`src/assert_macros.svh`:
```
// Assertion macros shared by the converter RTL.
`ifndef ASSERT_MACROS_SVH
`define ASSERT_MACROS_SVH
`ifndef SYNTHESIS
// Expression holds at every clock edge outside reset.
`define EHC_ASSERT(label, expr, msg) \
   label: assert property (@(posedge clock) disable iff (reset) (expr)) else $error(msg);
// Antecedent implies consequent in the same cycle.
`define EHC_ASSERT_IMP(label, ante, cons, msg) \
   label: assert property (@(posedge clock) disable iff (reset) (ante) |-> (cons)) \
      else $error(msg);
`else
`define EHC_ASSERT(label, expr, msg)
`define EHC_ASSERT_IMP(label, ante, cons, msg)
`endif
`endif

```
`src/ehc_pkg.sv`:
```
// Constants, types and arithmetic helpers of the coordinate converter.
package ehc_pkg;

   localparam int ANGLE_BITS    = 32;
   localparam int FRACTION_BITS = 30;
   localparam int WIDE_BITS     = 64;
   localparam int CORDIC_STEPS  = FRACTION_BITS + 2;
   localparam int VAL_W         = FRACTION_BITS + 4;
   localparam int ROOT_REM_W    = 2 * FRACTION_BITS + 2;
   localparam int DIV_W         = VAL_W;

   // unit latencies in cycles
   localparam int ROT_LAT  = CORDIC_STEPS + 1;
   localparam int ROOT_LAT = FRACTION_BITS + 2;
   localparam int ASIN_LAT = CORDIC_STEPS + 1;
   localparam int DIV_LAT  = FRACTION_BITS + 2;
   localparam int Q_DLY    = 2 + DIV_LAT + ROOT_LAT;
   localparam int SX_DLY   = 2 * ROOT_LAT + 2 + DIV_LAT + ASIN_LAT;

   typedef logic signed [VAL_W-1:0]     value_type;
   typedef logic signed [WIDE_BITS-1:0] angle_type;

   localparam logic [63:0] ONE64     = 64'd1 << FRACTION_BITS;
   localparam value_type   FX_ONE    = value_type'(ONE64);
   localparam logic [63:0] GAIN_Q62  = 64'd2800459870029452932;
   localparam value_type   CORDIC_X0 = value_type'(GAIN_Q62 >> (62 - FRACTION_BITS));
   localparam logic [63:0] PI_Q60    = 64'h3243F6A8885A308D;
   localparam angle_type   QUARTER_TURN = angle_type'(64'd1 << 62);
   localparam logic [WIDE_BITS-1:0] HALF_NARROW =
      WIDE_BITS'(64'd1 << (WIDE_BITS - ANGLE_BITS - 1));

   // shift-subtract division, elaboration time only
   function automatic logic [63:0] udiv64(input logic [63:0] n, input logic [63:0] d);
      logic [64:0] rem;
      logic [63:0] quo;
      int b;
      rem = '0;
      quo = '0;
      for (b = 63; b >= 0; b--) begin
         rem = {rem[63:0], n[b]};
         quo = {quo[62:0], 1'b0};
         if (rem >= {1'b0, d}) begin
            rem    = rem - {1'b0, d};
            quo[0] = 1'b1;
         end
      end
      return quo;
   endfunction

   // arctan(2^-idx) in turns, 2^64 to a turn
   function automatic logic [63:0] atan_entry(input int idx);
      logic [63:0]  rad;
      logic [63:0]  term;
      logic [63:0]  quo;
      logic [64:0]  rem;
      logic [127:0] num;
      int k;
      int b;
      rad = '0;
      if (idx == 0) begin
         rad = PI_Q60;
      end else begin
         for (k = 0; idx * (2 * k + 1) <= 62; k++) begin
            term = udiv64(64'd1 << (62 - idx * (2 * k + 1)), 64'(2 * k + 1));
            if (k[0]) rad = rad - term;
            else rad = rad + term;
         end
      end
      num = {64'd0, rad} << 61;
      rem = '0;
      quo = '0;
      for (b = 127; b >= 0; b--) begin
         rem = {rem[63:0], num[b]};
         quo = {quo[62:0], 1'b0};
         if (rem >= {1'b0, PI_Q60}) begin
            rem    = rem - {1'b0, PI_Q60};
            quo[0] = 1'b1;
         end
      end
      return quo;
   endfunction

   // fixed point product, magnitude rounded half away from zero
   function automatic value_type fx_mul(input value_type a, input value_type b);
      logic [VAL_W-1:0]   ua;
      logic [VAL_W-1:0]   ub;
      logic [2*VAL_W-1:0] prod;
      logic [2*VAL_W-1:0] rnd;
      value_type          r;
      logic               neg;
      neg  = a[VAL_W-1] ^ b[VAL_W-1];
      ua   = a[VAL_W-1] ? VAL_W'(-a) : VAL_W'(a);
      ub   = b[VAL_W-1] ? VAL_W'(-b) : VAL_W'(b);
      prod = (2*VAL_W)'(ua) * (2*VAL_W)'(ub);
      rnd  = prod + (2*VAL_W)'(ONE64 >> 1);
      r    = value_type'(rnd >> FRACTION_BITS);
      return neg ? -r : r;
   endfunction

endpackage

```
`src/ehc_divide.sv`:
```
// Restoring divider pipeline: signed quotient num/den, saturated to +-1.
`include "assert_macros.svh"
module ehc_divide (
   input  logic               clock,
   input  logic               reset,
   input  logic               en,
   input  logic               in_vld,
   input  ehc_pkg::value_type in_num,
   input  ehc_pkg::value_type in_den,
   output logic               out_vld,
   output ehc_pkg::value_type out_cp
);
   import ehc_pkg::*;

   logic [DIV_W-1:0] mag_in;

   logic             v0_ff;
   logic [DIV_W-1:0] rem0_ff, den0_ff;
   logic             full0_ff, neg0_ff;

   logic                     vld_ff  [FRACTION_BITS];
   logic [DIV_W-1:0]         rem_ff  [FRACTION_BITS];
   logic [DIV_W-1:0]         den_ff  [FRACTION_BITS];
   logic [FRACTION_BITS-1:0] quo_ff  [FRACTION_BITS];
   logic                     full_ff [FRACTION_BITS];
   logic                     neg_ff  [FRACTION_BITS];

   logic      out_vld_ff;
   value_type cp_ff, cp_in, qv;

   assign mag_in = in_num[VAL_W-1] ? DIV_W'(-in_num) : DIV_W'(in_num);

   always_ff @(posedge clock) begin
      if (reset) begin
         v0_ff <= 1'b0;
      end else if (en) begin
         v0_ff <= in_vld;
      end
   end

   always_ff @(posedge clock) begin
      if (en) begin
         rem0_ff  <= mag_in;
         den0_ff  <= DIV_W'(in_den);
         full0_ff <= mag_in >= DIV_W'(in_den);
         neg0_ff  <= in_num[VAL_W-1];
      end
   end

   genvar j;
   for (j = 0; j < FRACTION_BITS; j++) begin : g_step
      logic                     vld_prev, full_prev, neg_prev;
      logic [DIV_W-1:0]         rem_prev, den_prev, rem2, rem_in;
      logic [FRACTION_BITS-1:0] quo_prev, quo_in;

      if (j == 0) begin : g_first
         assign vld_prev  = v0_ff;
         assign rem_prev  = rem0_ff;
         assign den_prev  = den0_ff;
         assign quo_prev  = '0;
         assign full_prev = full0_ff;
         assign neg_prev  = neg0_ff;
      end else begin : g_next
         assign vld_prev  = vld_ff[j-1];
         assign rem_prev  = rem_ff[j-1];
         assign den_prev  = den_ff[j-1];
         assign quo_prev  = quo_ff[j-1];
         assign full_prev = full_ff[j-1];
         assign neg_prev  = neg_ff[j-1];
      end

      always_comb begin
         rem2   = rem_prev << 1;
         quo_in = quo_prev << 1;
         rem_in = rem2;
         if (rem2 >= den_prev) begin
            rem_in    = rem2 - den_prev;
            quo_in[0] = 1'b1;
         end
      end

      always_ff @(posedge clock) begin
         if (reset) begin
            vld_ff[j] <= 1'b0;
         end else if (en) begin
            vld_ff[j] <= vld_prev;
         end
      end

      always_ff @(posedge clock) begin
         if (en) begin
            rem_ff[j]  <= rem_in;
            den_ff[j]  <= den_prev;
            quo_ff[j]  <= quo_in;
            full_ff[j] <= full_prev;
            neg_ff[j]  <= neg_prev;
         end
      end
   end

   always_comb begin
      qv    = full_ff[FRACTION_BITS-1] ? FX_ONE :
              value_type'({{(VAL_W-FRACTION_BITS){1'b0}}, quo_ff[FRACTION_BITS-1]});
      cp_in = neg_ff[FRACTION_BITS-1] ? -qv : qv;
   end

   always_ff @(posedge clock) begin
      if (reset) begin
         out_vld_ff <= 1'b0;
      end else if (en) begin
         out_vld_ff <= vld_ff[FRACTION_BITS-1];
      end
   end

   always_ff @(posedge clock) begin
      if (en) begin
         cp_ff <= cp_in;
      end
   end

   assign out_vld = out_vld_ff;
   assign out_cp  = cp_ff;

   `EHC_ASSERT_IMP(a_cp_bound, out_vld, (out_cp <= FX_ONE) && (out_cp >= -FX_ONE),
      "quotient outside plus or minus one")

endmodule

```
`config.mk`:
```
export PLATFORM = sky130hd
export DESIGN_NAME = ehc_divide
export DESIGN_NICKNAME = d
export VERILOG_FILES = /design/src/ehc_pkg.sv /design/src/ehc_divide.sv
export VERILOG_INCLUDE_DIRS = /design/src /design/src/src
export SDC_FILE = /design/constraint.sdc
export NUM_CORES = 2
export LEC_CHECK = 0
export BUFFER_PORTS_ARGS = -buffer_cell sky130_fd_sc_hd__buf_4
export CAP_MARGIN = 30
export CORE_MARGIN = 2
export CORE_UTILIZATION = 29
export DETAILED_ROUTE_END_ITERATION = 16
export MAX_ROUTING_LAYER = met4
export PLACE_DENSITY = 0.52
export SYNTH_ARGS = -nofsm -noshare
export SYNTH_HDL_FRONTEND = slang
export SYNTH_SLANG_ARGS = --single-unit
```
`constraint.sdc`:
```
create_clock -name clock -period 5.23 [get_ports clock]
set_clock_uncertainty 0.1 [all_clocks]
set_input_delay 0.2615 -clock clock [delete_from_list [all_inputs] [get_ports clock]]
set_output_delay 0.2615 -clock clock [all_outputs]
set_load 0.005 [all_outputs]
```
# After elaboration in Yosys (flattened, before gate mapping)
# Memories as Yosys holds them, arrays and structs flattened. A register that Yosys moved wholly into a read port is not among the register bits.
# Cells that the tools add are included.
# word_totals
out_inout_bits	35
wordCells	204
ff_bits	104
n_memories	6
ram_bits	3030
in_bits	72
# memory_table
memory	depth	width	rd	rd_ports_with_merged_regs	write_ports	line_no	source
den_ff	30	34	29	0	30	ehc_divide.sv:23	logic [DIV_W-1:0] den_ff [FRACTION_BITS];
rem_ff	30	34	29	0	30	ehc_divide.sv:22	logic [DIV_W-1:0] rem_ff [FRACTION_BITS];
quo_ff	30	30	30	0	30	ehc_divide.sv:24	logic [FRACTION_BITS-1:0] quo_ff [FRACTION_BITS];
full_ff	30	1	30	0	30	ehc_divide.sv:25	logic full_ff [FRACTION_BITS];
neg_ff	30	1	30	0	30	ehc_divide.sv:26	logic neg_ff [FRACTION_BITS];
vld_ff	30	1	30	1	30	ehc_divide.sv:21	logic vld_ff [FRACTION_BITS];
# op_classes
mux	99
n_addsub	32
n_bitwise	30
magnitude_cmp	31
# op_table
cell	count
$mux 34	32
$ge 34x34->1	31
$sub 34x34->34	30
$mux 1	66
$neg 31->34	1
$neg 34->34	1
$mux 31	1
$or 1x1->1	30

# Longest topological paths before layout
# depth
word_depth	4
mapped_depth	17

# Worst setup path before layout
# OpenSTA, ideal clock, no wires.
# synth_path
path_type	input port to flip-flop
start	input in_num[8]
end	register full0_ff (data pin)
setup_ns	0.271
t_required_ns	4.859
stages	13
setup_slack_ns	1.018
arrival_ns	3.841
n_path_buf	0
cell_sequence	or4_1 > or3_1 > or3_1 > or3b_1 > or4_1 > or2_1 > o31ai_1 > xnor2_1 > ha_1 > a211oi_1 > nand3_1 > a311oi_1 > a311oi_1
# synth_between
elab_chain_cells	3
# synth_lines
item	line_no	source
start, declared	ehc_divide.sv:8	input ehc_pkg::value_type in_num,
$neg 34->34	ehc_divide.sv:31	assign mag_in = in_num[VAL_W-1] ? DIV_W'(-in_num) : DIV_W'(in_num);
$mux 34	ehc_divide.sv:31	
named net mag_in[31]	ehc_divide.sv:15	logic [DIV_W-1:0] mag_in;
$ge 34x34->1	ehc_divide.sv:45	full0_ff <= mag_in >= DIV_W'(in_den);
end signal, assigned	ehc_divide.sv:45	
end, declared	ehc_divide.sv:19	logic full0_ff, neg0_ff;
# The timed path passes the listed nets, and every way through them passes these cells.
# A chain may end at the register's enable or synchronous reset.

==> results.toml <==
[clocking]
htree_levels = 5
clk_pin_slew_ps = 60
root_buffer = "clkbuf_16"
ctsResizeCount = 0
cts_tree = "done"
numCtsBuffers = 307
cts.sinks = 2603
clk_latency_ps = 960
ctsLongestPathBuffers = 4

[worst_setup_path]
worstPathCellList = "inv_1, ha_1, nor2b_1, o21ai_0, a21boi_0, o31ai_1, a21oi_1, o21ai_0, a31o_2, nand2_1, a221o_1, a31oi_4, buf_12, mux2_2"
crit_path_max_incr_delay_ps = 560
endpoint_kind = "flop"
cpMostUsedCell = "o21ai_0"
cp.buffers_inverters = 2
r2r_cells = 14
startpoint_type = "flop"
slowest_stage = "o31ai_1"
crit_type = "flop to flop"
cpLargestDelayFamily = "compound AO/OA/AOI/OAI gates"
cp_max_fo = 34
cp.arrival_ps = 5130
crit_cells = 14
critPathRequiredTime_ps = 5780

[placement]
place_congestion = 0.863
dp.cells = 18692
dpl.hpwl_mm = 249
portBuffers = 106

[pwr]
vdd_drop_max_v = 0.000343
cellPowerDensity_nw_per_um2 = 591
p_leak_nw = 66.2

[grt]
antenna_found_initial = 4
track_usage = 0.132
grt_pass1_wl_mm = 517
overflow = 0
grt_max_degree = 170
first_global_vias = 90585

[hold_path]
hp-class = "primary input to flop"
whs_path_depth = 3

[yosys]
synth_warnings = 0
synth.cell_area_um2 = 143000
ys_seq_elements = 2603
netlist_instances = 12261
yosysSeqAreaShare = 0.547
synth_flop_cell = "edfxtp_1"
yosysTopAreaCellShare = 0.547
synth.distinct_cells = 88
yosys-top-cells-area = "edfxtp_1, ha_1, mux2_2"
syn_nets = 13417
async_flop_share = 0
syn_area_per_cell_um2 = 11.6
synth-edff-count = 2601
synth_area_leader_cell = "edfxtp_1"

[die]
num_rows = 257
die_area_um2 = 498000
die_h_um = 706
core_area_um2 = 490000
die_width_um = 706
start_util = 0.291
io_pins = 107

[final_layout]
final_cells = 19383
multi_input_area_um2 = 59000
layout.nets = 13820
fillerInstances = 48869
seq_area_um2 = 78100
drive_gt1_frac = 0.0949
layout-area-overhead-vs-synth_pct = 14.7

[detailed_routing]
drt-met1-wl_mm = 147
dr_wl_met3_mm = 10.9
route.met2.wl_mm = 160
drt_wl_total_mm = 328
drtPass1Iterations = 6
ant_nets = 0
drc = 0
wl_per_cell_um = 16.9
drtIter0Drc = 5786
vias = 91228
vias_per_cell = 4.71
top_layer = "met4"

[sta]
period_minus_slack_ps = 4580
finalSetupTns_ps = 0
rsz0062_at_grt = "false"
setup_violations = 0
relSlewSlack = 0.247
fmax_mhz = 219
tightest_slew_ps = 1130
post-route-period-util = 0.875
hold_violations = 0
drv_slew = 0

[run_status]
status = "finished, final reports clean"

[flow_run]
cap_violations = 0
-- stage by stage --
step / setup WS, ps / power, mW / area [um^2] / util / hold slack [ps]
finish: 653 / 96.9 / 164000 / 0.334 / 213
global placement: 158 / 75.2 / 152000 / 0.311 / 300
floorplan: 1020 / 64.1 / 143000 / - / 234
detailed placement: 334 / 75.3 / 152000 / 0.311 / 305
CTS: 561 / 97.8 / 164000 / 0.334 / 117
global route: 307 / 104 / 164000 / 0.334 / 163
-- routing by layer --
layer  track usage  vias up
li1              -    45761
met1         0.165    43514
met2         0.227     1447
met3        0.0150      506
met4        0.0368        0
met5             -        -
-- synthesized netlist by cell type, types with 168 or more instances --
cell / n
edfxtp_1: 2601
inv_1: 1283
nor2b_1: 168
clkbuf_1: 227
nand2_1: 798
nand3_1: 169
xnor2_1: 512
o21ai_0: 759
nor2_1: 584
mux2_2: 457
a21oi_1: 936
a21o_1: 549
xor2_1: 372
ha_1: 1055
-- where the power goes --
| group | switching, mW | total, mW | internal [mW] |
|---|---|---|---|
| Sequential | 3.30 | 33.4 | 30.1 |
| Combinational | 22.9 | 41.7 | 18.8 |
| Clock | 8.77 | 21.7 | 13.0 |
-- registers in the layout (all words and copies together) (netlist names) --
signal and flops:
den0_ff 34, den_ff 986, full0_ff 1, full_ff 30, g_step.neg_prev 1, g_step.rem_prev 33, g_step.vld_prev 1, neg_ff 30
out_cp 34, out_vld 1, quo_ff 465, rem_ff 957, vld_ff 30
-- final timing paths --
path	slack [ps]	endpoint	start
worst max register to register	650	rem_ff[1][274]$_DFFE_PP_	den_ff[1][240]$_DFFE_PP_
worst min register to register	280	quo_ff[1][375]$_DFFE_PP_	quo_ff[1][344]$_DFFE_PP_
worst max-delay path	650	rem_ff[1][274]$_DFFE_PP_	den_ff[1][240]$_DFFE_PP_
worst min-delay path	210	g_step[0].rem_prev[12]$_DFFE_PP_	in_num[12]
-- cell families (layout without fill, tap and decap cells) --
group,count (synthesis),after routing,synth area share
XOR/XNOR,884,884,0.0542
AND/OR/NAND/NOR,2487,2487,0.0832
AO/OA/AOI/OAI,3148,3148,0.138
other,0,4,0
adder cells (fa/ha/maj),1084,1084,0.0965
flip-flops,2603,2603,0.547
multiplexers,505,505,0.0396
buffers and inverters,1550,2193,0.0411
-- placed cells by master, fill, tap and decap left out, drive strengths merged, types with 168 or more instances in the layout --
cell,netlist,routed
xnor2,512,512
a21oi,938,938
edfxtp,2601,2601
xor2,372,372
nand2,798,798
inv,1283,1297
mux2,484,484
a21o,549,549
nor2,584,584
nor2b,168,168
clkbuf,227,359
ha,1055,1055
nand3,169,169
o21ai,768,768
buf,40,223
-- tightest hold or removal path, stage by stage --
cell and delay [ps]:
dlygate4sd3_1 520, buf_4 140, xnor2_1 160
-- layout make-up --
type                       instances  area share
clock inverter                   190      0.0132
antenna                            4   0.0000611
timing repair buffer             361      0.0212
clock buffer                     359      0.0493
inverter                        1283      0.0294
sequential                      2603       0.477
multi-input combinational       8108       0.360
tap                             6475      0.0495
-- timing repair --
item	4_1_cts	5_1_grt
endpoints found under the hold margin	217	0
buffers inserted	0	0
hold buffers	138	0
Power figures use the tool's default switching activity.
